**src/rtl/core/wsp_pkg.sv**
```systemverilog
`default_nettype none

package wsp_pkg;

  // Result kinds
  localparam logic [1:0] KIND_SAMPLE = 2'd0;
  localparam logic [1:0] KIND_FORMAT = 2'd1;
  localparam logic [1:0] KIND_ERROR  = 2'd2;

  // Error codes
  localparam logic [1:0] ERR_BAD_TAG   = 2'd0;
  localparam logic [1:0] ERR_NO_FORMAT = 2'd1;
  localparam logic [1:0] ERR_SHORT_FMT = 2'd2;

  // Chunk tags as they sit in the shift register (first byte lowest)
  localparam logic [31:0] TAG_RIFF = 32'h4646_4952;
  localparam logic [31:0] TAG_WAVE = 32'h4556_4157;
  localparam logic [31:0] TAG_FMT  = 32'h2074_6D66;
  localparam logic [31:0] TAG_DATA = 32'h6174_6164;

  localparam logic [7:0] PCM_OFFSET = 8'h80;

  // Unsigned divide by three: (x * RECIP3) >> 33 is exact for 32-bit x
  localparam logic [31:0] RECIP3      = 32'hAAAA_AAAB;
  localparam int          RECIP3_SHIFT = 33;

  // Queue between parser and formatter
  localparam int QUEUE_DEPTH = 4;
  localparam int QPTR_W      = $clog2(QUEUE_DEPTH);

  typedef enum logic [2:0] {
    PH_FILEHDR,
    PH_SUBHDR,
    PH_FMT,
    PH_SKIP,
    PH_DATA,
    PH_HALT
  } phase_t;

  typedef struct packed {
    logic [7:0] data_byte;
    logic       first_byte;
  } byte_item_t;

  typedef struct packed {
    logic        [1:0]  result_kind;
    logic signed [15:0] sample_value;
    logic        [15:0] channel_count;
    logic        [31:0] rate_hz;
    logic        [31:0] sample_total;
    logic        [1:0]  error_code;
  } result_item_t;

  // Queue entry: a result whose sample_total still holds the raw data size
  // for format results, plus the sample size that divides it.
  typedef struct packed {
    result_item_t res;
    logic [2:0]   size_bytes;
  } queue_entry_t;

endpackage

`default_nettype wire

```
**src/rtl/core/wsp_front.sv**
```systemverilog
`default_nettype none

module wsp_front (
  input  wire logic                 clk,
  input  wire logic                 rst,
  input  wire logic                 byte_valid,
  output logic                      byte_stall,
  input  wire wsp_pkg::byte_item_t  byte_item,
  input  wire logic                 queue_full,
  output logic                      push,
  output wsp_pkg::queue_entry_t     push_entry
);

  wsp_pkg::phase_t phase, phase_next, cur_phase;
  logic [3:0]  hdr_idx, hdr_idx_next, cur_hdr_idx;
  logic [31:0] tag_shift, tag_shift_next, cur_tag_shift;
  logic [31:0] chunk_rem, chunk_rem_next, cur_chunk_rem;
  logic [23:0] collect, collect_next, cur_collect;
  logic [1:0]  sbi, sbi_next, cur_sbi;
  logic [12:0] size_bytes, size_bytes_next, cur_size_bytes;
  logic [15:0] channels, channels_next, cur_channels;
  logic [31:0] rate, rate_next, cur_rate;
  logic        fmt_seen, fmt_seen_next, cur_fmt_seen;
  logic        emit;
  logic        accept;
  logic [7:0]  b;

  assign byte_stall = queue_full;
  assign accept     = byte_valid && !byte_stall;
  assign push       = accept && emit;
  assign b          = byte_item.data_byte;

  always_comb begin
    // A first byte restarts from the cleared state
    cur_phase      = byte_item.first_byte ? wsp_pkg::PH_FILEHDR : phase;
    cur_hdr_idx    = byte_item.first_byte ? '0 : hdr_idx;
    cur_tag_shift  = byte_item.first_byte ? '0 : tag_shift;
    cur_chunk_rem  = byte_item.first_byte ? '0 : chunk_rem;
    cur_collect    = byte_item.first_byte ? '0 : collect;
    cur_sbi        = byte_item.first_byte ? '0 : sbi;
    cur_size_bytes = byte_item.first_byte ? '0 : size_bytes;
    cur_channels   = byte_item.first_byte ? '0 : channels;
    cur_rate       = byte_item.first_byte ? '0 : rate;
    cur_fmt_seen   = byte_item.first_byte ? 1'b0 : fmt_seen;

    phase_next      = cur_phase;
    hdr_idx_next    = cur_hdr_idx;
    tag_shift_next  = cur_tag_shift;
    chunk_rem_next  = cur_chunk_rem;
    collect_next    = cur_collect;
    sbi_next        = cur_sbi;
    size_bytes_next = cur_size_bytes;
    channels_next   = cur_channels;
    rate_next       = cur_rate;
    fmt_seen_next   = cur_fmt_seen;
    emit            = 1'b0;
    push_entry      = '0;

    case (cur_phase)
      wsp_pkg::PH_FILEHDR: begin
        tag_shift_next = {b, cur_tag_shift[31:8]};
        hdr_idx_next   = cur_hdr_idx + 4'd1;
        if (cur_hdr_idx == 4'd3 && tag_shift_next != wsp_pkg::TAG_RIFF) begin
          phase_next                      = wsp_pkg::PH_HALT;
          emit                            = 1'b1;
          push_entry.res.result_kind      = wsp_pkg::KIND_ERROR;
          push_entry.res.error_code       = wsp_pkg::ERR_BAD_TAG;
        end else if (cur_hdr_idx == 4'd11) begin
          if (tag_shift_next != wsp_pkg::TAG_WAVE) begin
            phase_next                    = wsp_pkg::PH_HALT;
            emit                          = 1'b1;
            push_entry.res.result_kind    = wsp_pkg::KIND_ERROR;
            push_entry.res.error_code     = wsp_pkg::ERR_BAD_TAG;
          end else begin
            phase_next   = wsp_pkg::PH_SUBHDR;
            hdr_idx_next = '0;
          end
        end
      end

      wsp_pkg::PH_SUBHDR: begin
        if (cur_hdr_idx < 4'd4) tag_shift_next = {b, cur_tag_shift[31:8]};
        else                    chunk_rem_next = {b, cur_chunk_rem[31:8]};
        hdr_idx_next = cur_hdr_idx + 4'd1;
        if (cur_hdr_idx == 4'd7) begin
          hdr_idx_next = '0;
          if (cur_tag_shift == wsp_pkg::TAG_FMT) begin
            if (chunk_rem_next < 32'd16) begin
              phase_next                  = wsp_pkg::PH_HALT;
              emit                        = 1'b1;
              push_entry.res.result_kind  = wsp_pkg::KIND_ERROR;
              push_entry.res.error_code   = wsp_pkg::ERR_SHORT_FMT;
            end else begin
              phase_next = wsp_pkg::PH_FMT;
            end
          end else if (cur_tag_shift == wsp_pkg::TAG_DATA) begin
            if (!cur_fmt_seen || cur_size_bytes < 13'd1 || cur_size_bytes > 13'd4) begin
              phase_next                  = wsp_pkg::PH_HALT;
              emit                        = 1'b1;
              push_entry.res.result_kind  = wsp_pkg::KIND_ERROR;
              push_entry.res.error_code   = wsp_pkg::ERR_NO_FORMAT;
            end else begin
              phase_next                   = wsp_pkg::PH_DATA;
              sbi_next                     = '0;
              collect_next                 = '0;
              emit                         = 1'b1;
              push_entry.res.result_kind   = wsp_pkg::KIND_FORMAT;
              push_entry.res.channel_count = cur_channels;
              push_entry.res.rate_hz       = cur_rate;
              push_entry.res.sample_total  = chunk_rem_next;
              push_entry.size_bytes        = cur_size_bytes[2:0];
            end
          end else begin
            phase_next = (chunk_rem_next == '0) ? wsp_pkg::PH_SUBHDR : wsp_pkg::PH_SKIP;
          end
        end
      end

      wsp_pkg::PH_FMT: begin
        chunk_rem_next = cur_chunk_rem - 32'd1;
        if (cur_hdr_idx == 4'd2) begin
          channels_next = {8'h00, b};
        end else if (cur_hdr_idx == 4'd3) begin
          channels_next = {b, cur_channels[7:0]};
        end else if (cur_hdr_idx >= 4'd4 && cur_hdr_idx <= 4'd7) begin
          rate_next = {b, cur_rate[31:8]};
        end else if (cur_hdr_idx == 4'd14) begin
          tag_shift_next = {24'h0, b};
        end else if (cur_hdr_idx == 4'd15) begin
          // bits per sample / 8
          size_bytes_next = {b, cur_tag_shift[7:3]};
          fmt_seen_next   = 1'b1;
        end
        hdr_idx_next = cur_hdr_idx + 4'd1;
        if (cur_hdr_idx == 4'd15) begin
          hdr_idx_next = '0;
          phase_next   = (chunk_rem_next == '0) ? wsp_pkg::PH_SUBHDR : wsp_pkg::PH_SKIP;
        end
      end

      wsp_pkg::PH_SKIP: begin
        chunk_rem_next = cur_chunk_rem - 32'd1;
        if (chunk_rem_next == '0) begin
          phase_next   = wsp_pkg::PH_SUBHDR;
          hdr_idx_next = '0;
        end
      end

      wsp_pkg::PH_DATA: begin
        if (cur_chunk_rem == '0) begin
          phase_next = wsp_pkg::PH_HALT;
        end else begin
          chunk_rem_next = cur_chunk_rem - 32'd1;
          collect_next   = {b, cur_collect[23:8]};
          if (({11'd0, cur_sbi} + 13'd1) < cur_size_bytes) begin
            sbi_next = cur_sbi + 2'd1;
          end else begin
            sbi_next                   = '0;
            emit                       = 1'b1;
            push_entry.res.result_kind = wsp_pkg::KIND_SAMPLE;
            if (cur_size_bytes == 13'd1)
              push_entry.res.sample_value = signed'({b ^ wsp_pkg::PCM_OFFSET, 8'h00});
            else
              push_entry.res.sample_value = signed'(collect_next[23:8]);
          end
        end
      end

      default: ;
    endcase
  end

  always_ff @(posedge clk) begin
    if (rst) begin
      phase      <= wsp_pkg::PH_FILEHDR;
      hdr_idx    <= '0;
      tag_shift  <= '0;
      chunk_rem  <= '0;
      collect    <= '0;
      sbi        <= '0;
      size_bytes <= '0;
      channels   <= '0;
      rate       <= '0;
      fmt_seen   <= 1'b0;
    end else if (accept) begin
      phase      <= phase_next;
      hdr_idx    <= hdr_idx_next;
      tag_shift  <= tag_shift_next;
      chunk_rem  <= chunk_rem_next;
      collect    <= collect_next;
      sbi        <= sbi_next;
      size_bytes <= size_bytes_next;
      channels   <= channels_next;
      rate       <= rate_next;
      fmt_seen   <= fmt_seen_next;
    end
  end

endmodule

`default_nettype wire

```
**src/rtl/core/wsp_queue.sv**
```systemverilog
`default_nettype none

module wsp_queue (
  input  wire logic                  clk,
  input  wire logic                  rst,
  input  wire logic                  push,
  input  wire wsp_pkg::queue_entry_t push_entry,
  output logic                       full,
  input  wire logic                  pop,
  output logic                       not_empty,
  output wsp_pkg::queue_entry_t      pop_entry
);

  wsp_pkg::queue_entry_t mem [wsp_pkg::QUEUE_DEPTH];
  logic [wsp_pkg::QPTR_W-1:0] wptr, rptr;
  logic [wsp_pkg::QPTR_W:0]   count;

  assign full      = (count == (wsp_pkg::QPTR_W+1)'(wsp_pkg::QUEUE_DEPTH));
  assign not_empty = (count != '0);
  assign pop_entry = mem[rptr];

  always_ff @(posedge clk) begin
    if (push) mem[wptr] <= push_entry;
  end

  always_ff @(posedge clk) begin
    if (rst) begin
      wptr  <= '0;
      rptr  <= '0;
      count <= '0;
    end else begin
      if (push) wptr <= wptr + 1'b1;
      if (pop)  rptr <= rptr + 1'b1;
      case ({push, pop})
        2'b10:   count <= count + 1'b1;
        2'b01:   count <= count - 1'b1;
        default: ;
      endcase
    end
  end

endmodule

`default_nettype wire

```
**src/rtl/core/wsp_back.sv**
```systemverilog
`default_nettype none

module wsp_back (
  input  wire logic                  clk,
  input  wire logic                  rst,
  input  wire logic                  not_empty,
  input  wire wsp_pkg::queue_entry_t pop_entry,
  output logic                       pop,
  output logic                       result_valid,
  input  wire logic                  result_stall,
  output wsp_pkg::result_item_t      result_item
);

  wsp_pkg::queue_entry_t work;
  logic                  work_valid;
  logic                  out_load;
  logic [63:0]           prod;
  logic [31:0]           quotient;
  wsp_pkg::result_item_t formatted;

  assign out_load = work_valid && (!result_valid || !result_stall);
  assign pop      = not_empty && (!work_valid || out_load);

  // Sample count = data size / bytes per sample
  assign prod = 64'(work.res.sample_total) * 64'(wsp_pkg::RECIP3);

  always_comb begin
    case (work.size_bytes)
      3'd2:    quotient = {1'b0, work.res.sample_total[31:1]};
      3'd3:    quotient = prod[wsp_pkg::RECIP3_SHIFT +: 31] == '0 ? 32'd0
                        : {1'b0, prod[wsp_pkg::RECIP3_SHIFT +: 31]};
      3'd4:    quotient = {2'b00, work.res.sample_total[31:2]};
      default: quotient = work.res.sample_total;
    endcase
    formatted = work.res;
    if (work.res.result_kind == wsp_pkg::KIND_FORMAT) formatted.sample_total = quotient;
  end

  always_ff @(posedge clk) begin
    if (rst) begin
      work_valid   <= 1'b0;
      result_valid <= 1'b0;
    end else begin
      if (pop)           work_valid <= 1'b1;
      else if (out_load) work_valid <= 1'b0;
      if (out_load)          result_valid <= 1'b1;
      else if (!result_stall) result_valid <= 1'b0;
    end
  end

  always_ff @(posedge clk) begin
    if (pop)      work        <= pop_entry;
    if (out_load) result_item <= formatted;
  end

endmodule

`default_nettype wire

```
**src/rtl/core/wav_stream_pcm_decoder.sv**
```systemverilog
// Channel | Direction | Handshake                  | Payload
// byte    | in        | byte_valid / byte_stall     | wsp_pkg::byte_item_t (data_byte, first_byte)
// result  | out       | result_valid / result_stall | wsp_pkg::result_item_t
//
// Flow: the parser takes one byte per cycle while byte_stall is low; a result passes
// through the queue, the work register and the output register, one per cycle at most.
// The format result divides the data size by the sample size between the work and
// output registers: by shifts for two or four bytes, for three through a 32x32 reciprocal multiplier.
// Stalls: byte_stall rises only while the four-entry result queue is full.
// Reset: rst is synchronous and clears parser state, queue and the output valid flag.
`default_nettype none

module wav_stream_pcm_decoder (
  input  wire logic                 clk,
  input  wire logic                 rst,
  input  wire logic                 byte_valid,
  output logic                      byte_stall,
  input  wire wsp_pkg::byte_item_t  byte_item,
  output logic                      result_valid,
  input  wire logic                 result_stall,
  output wsp_pkg::result_item_t     result_item
);

  // Front/back hand-off
  logic                  push;
  logic                  queue_full;
  logic                  pop;
  logic                  queue_not_empty;
  wsp_pkg::queue_entry_t push_entry;
  wsp_pkg::queue_entry_t pop_entry;

  // Parse each byte and queue any result it causes
  wsp_front u_front (
    .clk        (clk),
    .rst        (rst),
    .byte_valid (byte_valid),
    .byte_stall (byte_stall),
    .byte_item  (byte_item),
    .queue_full (queue_full),
    .push       (push),
    .push_entry (push_entry)
  );

  // Hold results until the formatter drains them
  wsp_queue u_queue (
    .clk        (clk),
    .rst        (rst),
    .push       (push),
    .push_entry (push_entry),
    .full       (queue_full),
    .pop        (pop),
    .not_empty  (queue_not_empty),
    .pop_entry  (pop_entry)
  );

  // Finish the sample count and drive the output register
  wsp_back u_back (
    .clk          (clk),
    .rst          (rst),
    .not_empty    (queue_not_empty),
    .pop_entry    (pop_entry),
    .pop          (pop),
    .result_valid (result_valid),
    .result_stall (result_stall),
    .result_item  (result_item)
  );

endmodule

`default_nettype wire

```
**config.mk**
```make
export PLATFORM = sky130hd
export DESIGN_NAME = wav_stream_pcm_decoder
export DESIGN_NICKNAME = d
export VERILOG_FILES = /design/src/rtl/core/wsp_pkg.sv /design/src/rtl/core/wsp_front.sv /design/src/rtl/core/wsp_queue.sv /design/src/rtl/core/wsp_back.sv /design/src/rtl/core/wav_stream_pcm_decoder.sv
export SDC_FILE = /design/constraint.sdc
export NUM_CORES = 2
export LEC_CHECK = 0
export BUFFER_PORTS_ARGS = -buffer_cell sky130_fd_sc_hd__buf_2
export CORE_ASPECT_RATIO = 1.2
export CORE_UTILIZATION = 50
export CTS_BUF_LIST = sky130_fd_sc_hd__clkbuf_8
export DETAILED_ROUTE_END_ITERATION = 8
export HOLD_SLACK_MARGIN = 0.12
export PLACE_DENSITY = 0.75
export SYNTH_ARGS = -nofsm -noshare
export SYNTH_HDL_FRONTEND = slang
export SYNTH_HIERARCHICAL = 1
export SYNTH_SLANG_ARGS = --single-unit
```
**constraint.sdc**
```tcl
create_clock -name clk -period 9.2 [get_ports clk]
set_input_delay 0.92 -clock clk [delete_from_list [all_inputs] [get_ports clk]]
set_output_delay 0.92 -clock clk [all_outputs]
set_load 0.005 [all_outputs]
```
Yosys cells after proc, flatten, opt, wreduce, memory -nomap -nowiden
Memories as Yosys holds them, arrays and structs flattened. A register that Yosys moved wholly into a read port is not among the register bits. Index checks and enable logic that the tools add are counted.

Memories: 1. RAM bits: 412. Logic and storage cells: 203. Output and inout port bits: 102. Register bits after elaboration: 268.

Memories: u_queue.mem (depth 4, width 103, read ports 1, clocked after memory_dff 1, wr ports 1, RTL line wsp_queue.sv:14) `wsp_pkg::queue_entry_t mem [wsp_pkg::QUEUE_DEPTH];`.

$mul: 1. Order comparisons: 7. Bitwise operators: 1. Add/subtract/negate cells: 8. Reduce and logical (&&, ||, !) cells: 24. Mux-type cells: 117. Equal/unequal tests: 23.

Operators by type and width (count): $mux 32 (16); $pmux 32 s3 (3); $mux 80 (3); $mux 85 (2); $mux 24 (6); $mux 16 (7); $logic_not 32->1 (3); $mux 13 (7); $mul 32x32->64 const B (1); $ne 32x31->1 const B (2); $pmux 24 s2 (1); $mux 3 (14); $mux 2 (19); $eq 32x30->1 const B (1); $eq 32x31->1 const B (1); $lt 32x5->1 const B (1); $sub 32x1->32 const B (1); $logic_not 31->1 (1); $mux 31 (1); $mux 4 (7); $mux 1 (24); $mux 18 (1); $pmux 4 s4 (1); $pmux 3 s5 (1); 33 further kinds (57).

Longest topological paths before layout
Word-level depth: 12. Mapped depth: 27. Gate-level depth less buffers: 27.

By module
The synthesis kept the hierarchy.

Modules (own cells, without submodules): wsp_back (times used 1, area an instance 23022.1 um^2, cells an instance 1968); wsp_queue (times used 1, area an instance 15363.5 um^2, cells an instance 581); wsp_front (times used 1, area an instance 8562.0 um^2, cells an instance 1171).

Least setup slack after synthesis
OpenSTA, ideal clock, no wires.

Path kind: input-to-reg. From: input result_stall. To: register, netlist name u_back/result_item[0]. Slack: 323 ps. Buffers on the path: 0. Stages: 1. Arrival time: 8167 ps. Cell sequence: a21boi_0.

Cells in the longest elaborated chain, start to end: 3.

Ends and longest elaborated chain: start, declared (RTL line wav_stream_pcm_decoder.sv:20) `input wire logic result_stall,`; $logic_not 1->1 (RTL line wsp_back.sv:21) `assign out_load = work_valid && (!result_valid || !result_stall);`; $logic_or 1x1->1 (RTL line wsp_back.sv:21); $logic_and 1x1->1 (RTL line wsp_back.sv:21).

Every way passes these cells. A chain may end at the register's enable or synchronous reset.

==> impl_metrics.toml <==
[synthesis]
synth.most_common_cell = "edfxtp_1"
synth.avg_cell_area_um2 = 12.62
synth_edf_count = 615
post_synth_inst_count = 3720
yosys.area.top_type_share = 0.3934
yosys_most_used_dff = "edfxtp_1"
synthTopCellsByCount = "615 x edfxtp_1, 521 x inv_1, 364 x ha_1"
synth_top_area_cell = "edfxtp_1"
ys_async_sr_fraction = 0
synth_cell_type_count = 90
ys_seq_elements = 769
ys.warnings.count = 6
yosysSeqAreaShare = 0.4590
post_synth_main_area_contributors = "edfxtp_1 39%, fa_1 15%, ha_1 9.7%, dfxtp_1 6.6%, mux4_2 4.9%"
netlist_area_um2 = 46950
synth.net_count = 4457

[worst_setup_path]
slowest_delay_ns = 0.93
worst_setup_ep_type = "flip-flop"
path_common_cell = "fa_1"
crit-reg2reg-capture = "u_back/result_item[22]"
critPathLaunch = "u_back/work[16]"
r2r_setup_slack_ns = 0.58
cp_data_required_time_ns = 9.68
critical_path.max_fanout = 12
worstReg2RegStart = "u_back/work[16]"
crit_type = "flip-flop to flip-flop"
worst_path_max_delay_cell = "edfxtp_1"
r2r_cells = 24
critPathLaunchType = "flip-flop"
wp_data_arrival_ns = 9.10
cp_cell_sequence = "ha_1 > xor2_1 > ha_1 > inv_1 > fa_1 > fa_1 > fa_1 > inv_1 > fa_1 > fa_1 > inv_1 > fa_1 > inv_1 > ha_1 > a21oi_1 > o21ai_0 > a221oi_1 > o211ai_1 > a41oi_2 > o21ai_1 > a21o_1 > a21oi_1 > xor2_1 > o221ai_1"

[grt]
globalRouteOverflowTotal = 0
grt_pass1_wl_mm = 190.5
largest_net_degree_at_the_start_of_global_routing = 96
antenna_found_initial = 1
number_of_global_route_vias_before_repair = 31400
grtUsageTotal = 0.2692

[routing]
vias = 30380
drt_iter0_drc = 2988
post-route-drc-count = 0
dr.pass1.iters = 9
detail_route.wl_per_cell_um = 24.29
viasPerCell = 5.874
overall_routed_net_length_mm = 125.6
route.antenna.remaining_nets = 0

[clocking]
post_cts_resize_count = 0
cts.clk_slew.worst_paths_ns = 0.06
tritoncts.num_buffers = 116
cts_tree = "yes"
cts.hold.buffers_added = 0
clock_sink_count = 769
cts-htree-levels = 3
postCtsSetupBuffers = 0
worstSkewPairLatency_ns = 0.77
cts_root_buf = "clkbuf_8"
max-clock-path-buffers = 3

[place]
gp_routability_congestion = 1.063
place.detailed.instances = 4953
port-buffer-count = 114
hpwlAfterDp_mm = 92.37

[timing]
finalSetupTns_ns = 0
finClkSkew_ns = 0.09277
unrepaired_setup_endpoints_after_global_routing = "false"
max_slew_margin = 0.2698
finalCriticalPeriod_ns = 8.616
final_max_slew_viol_count = 0
max_slew.worst_pin.slew_ns = 1.068
setup_viol = 0
hold_slack_ns = 0.3895
timing.final.crit_share = 0.9365
maxClockFrequency_mhz = 116.1
timing.final.hold_violations = 0

[die]
initial_cell_density_of_the_core = 0.5067
std_cell_rows = 122
die-height_um = 337.7
die-area_um2 = 95130
fp.coreArea_um2 = 92660
die-width_um = 281.7
design.portCount = 115

[cells_and_area]
layout.cells.non_filler = 5173
fin_util = 0.5513
number_of_nets_in_the_layout = 4568
drive_gt1_frac = 0.1180
area_growth_pct = 8.803

[worst_hold_path]
worst_hold_startpoint = "u_back/formatted[47]"
min_delay_worst_endpoint = "u_back/result_item[47]"
hold_crit_path_type = "flip-flop to flip-flop"
worst_hold_path.num_cells = 0

[outcome]
run_status = "finished clean"

[job]
max-cap-violations = 0
-- through the flow --
| stage | instance area, µm² | setup WS [ns] |
|---|---|---|
| floorplan | 46950 | 0.3226 |
| global placement | 48730 | 0.7346 |
| detailed placement | 48730 | 0.6959 |
| CTS | 51080 | 0.7154 |
| global route | 51080 | 0.3137 |
| finish | 51080 | 0.5838 |
-- critical path, delay by kind of cell (launching register included) --
| kind | cells | cell delay (ns) |
|---|---|---|
| flops | 1 | 0.93 |
| xor+xnor | 2 | 0.75 |
| buf+inv | 4 | 0.36 |
| fa+ha+maj | 9 | 4.22 |
| compound gates | 9 | 2.12 |
-- layer usage --
layer  vias up  part of all wire  global-route usage  wire [µm]
met5         -                 0                   0          0
met4         0             0.062              0.1633       7849
met2      1270              0.49              0.4442      61210
met3       351             0.064             0.04153       8005
li1      13430                 -                   -          -
met1     15330              0.39              0.3343      48570
-- registers in the layout, indices dropped and copies added (netlist names), named ones only --
signal / count
u_back/work_valid: 1
u_front/collect: 8
u_front/channels: 16
u_front/hdr_idx: 4
u_front/sbi: 2
u_front/fmt_seen: 1
u_back/result_valid: 1
u_front/rate: 32
u_queue/mem: 412
u_back/result_item: 100
u_queue/wptr: 2
u_queue/rptr: 2
u_front/size_bytes: 13
u_front/chunk_rem: 32
u_queue/count: 3
u_back/work: 35
u_front/tag_shift: 32
u_front/phase: 3
u_back/formatted: 68
-- cells in the final DEF, fill, tap and decap left out, types with 9 or more instances in the layout --
cell type / instances
a21o_1: 32
inv_1: 579
o31ai_1: 10
o21a_1: 9
mux2i_1: 32
o22ai_1: 15
nor2_1: 258
a22oi_1: 116
clkbuf_8: 133
o21bai_1: 10
nand2_1: 167
xnor2_1: 42
nor2b_1: 19
fa_1: 360
or3_1: 11
dfxtp_1: 152
nor4_1: 27
nand3_1: 29
ha_1: 364
buf_2: 113
nand2b_1: 19
xor2_1: 32
edfxtp_1: 615
mux4_2: 103
a22o_1: 10
a21oi_1: 143
buf_4: 42
and2_1: 27
and3_1: 75
nand4_1: 25
o21ai_0: 103
nor3_1: 49
o221ai_1: 21
-- logic make-up after synthesis --
kind of cell,share of synthesized area
AOI/OAI and AO/OA,0.07937
xor gates and xnor gates,0.01381
adders and majority gates,0.2505
buffers and inverters,0.05906
DFF,0.4590
muxes,0.05671
and+or+nand+nor,0.08150
-- layout make-up --
class	count	area (µm²)
fill	7636	41580
timing repair buffer	159	960.9
tap	1240	1551
sequential	769	21560
clock inverter	86	520.5
inverter	521	1956
antenna	1	2.502
clock buffer	133	1831
multi-input combinational	2264	22700
-- worst max-delay path by stage --
stage                                   endpoint  cells past startpoint
after floorplan            u_back/result_item[0]                      1
after global placement    u_back/result_item[22]                     24
after detailed placement  u_back/result_item[22]                     24
after CTS                 u_back/result_item[22]                     24
after global routing      u_back/result_item[22]                     24
final                     u_back/result_item[22]                     24
Power is not shown: default switching activity piles up to over one toggle a cycle in this logic, so the estimate is an artifact.
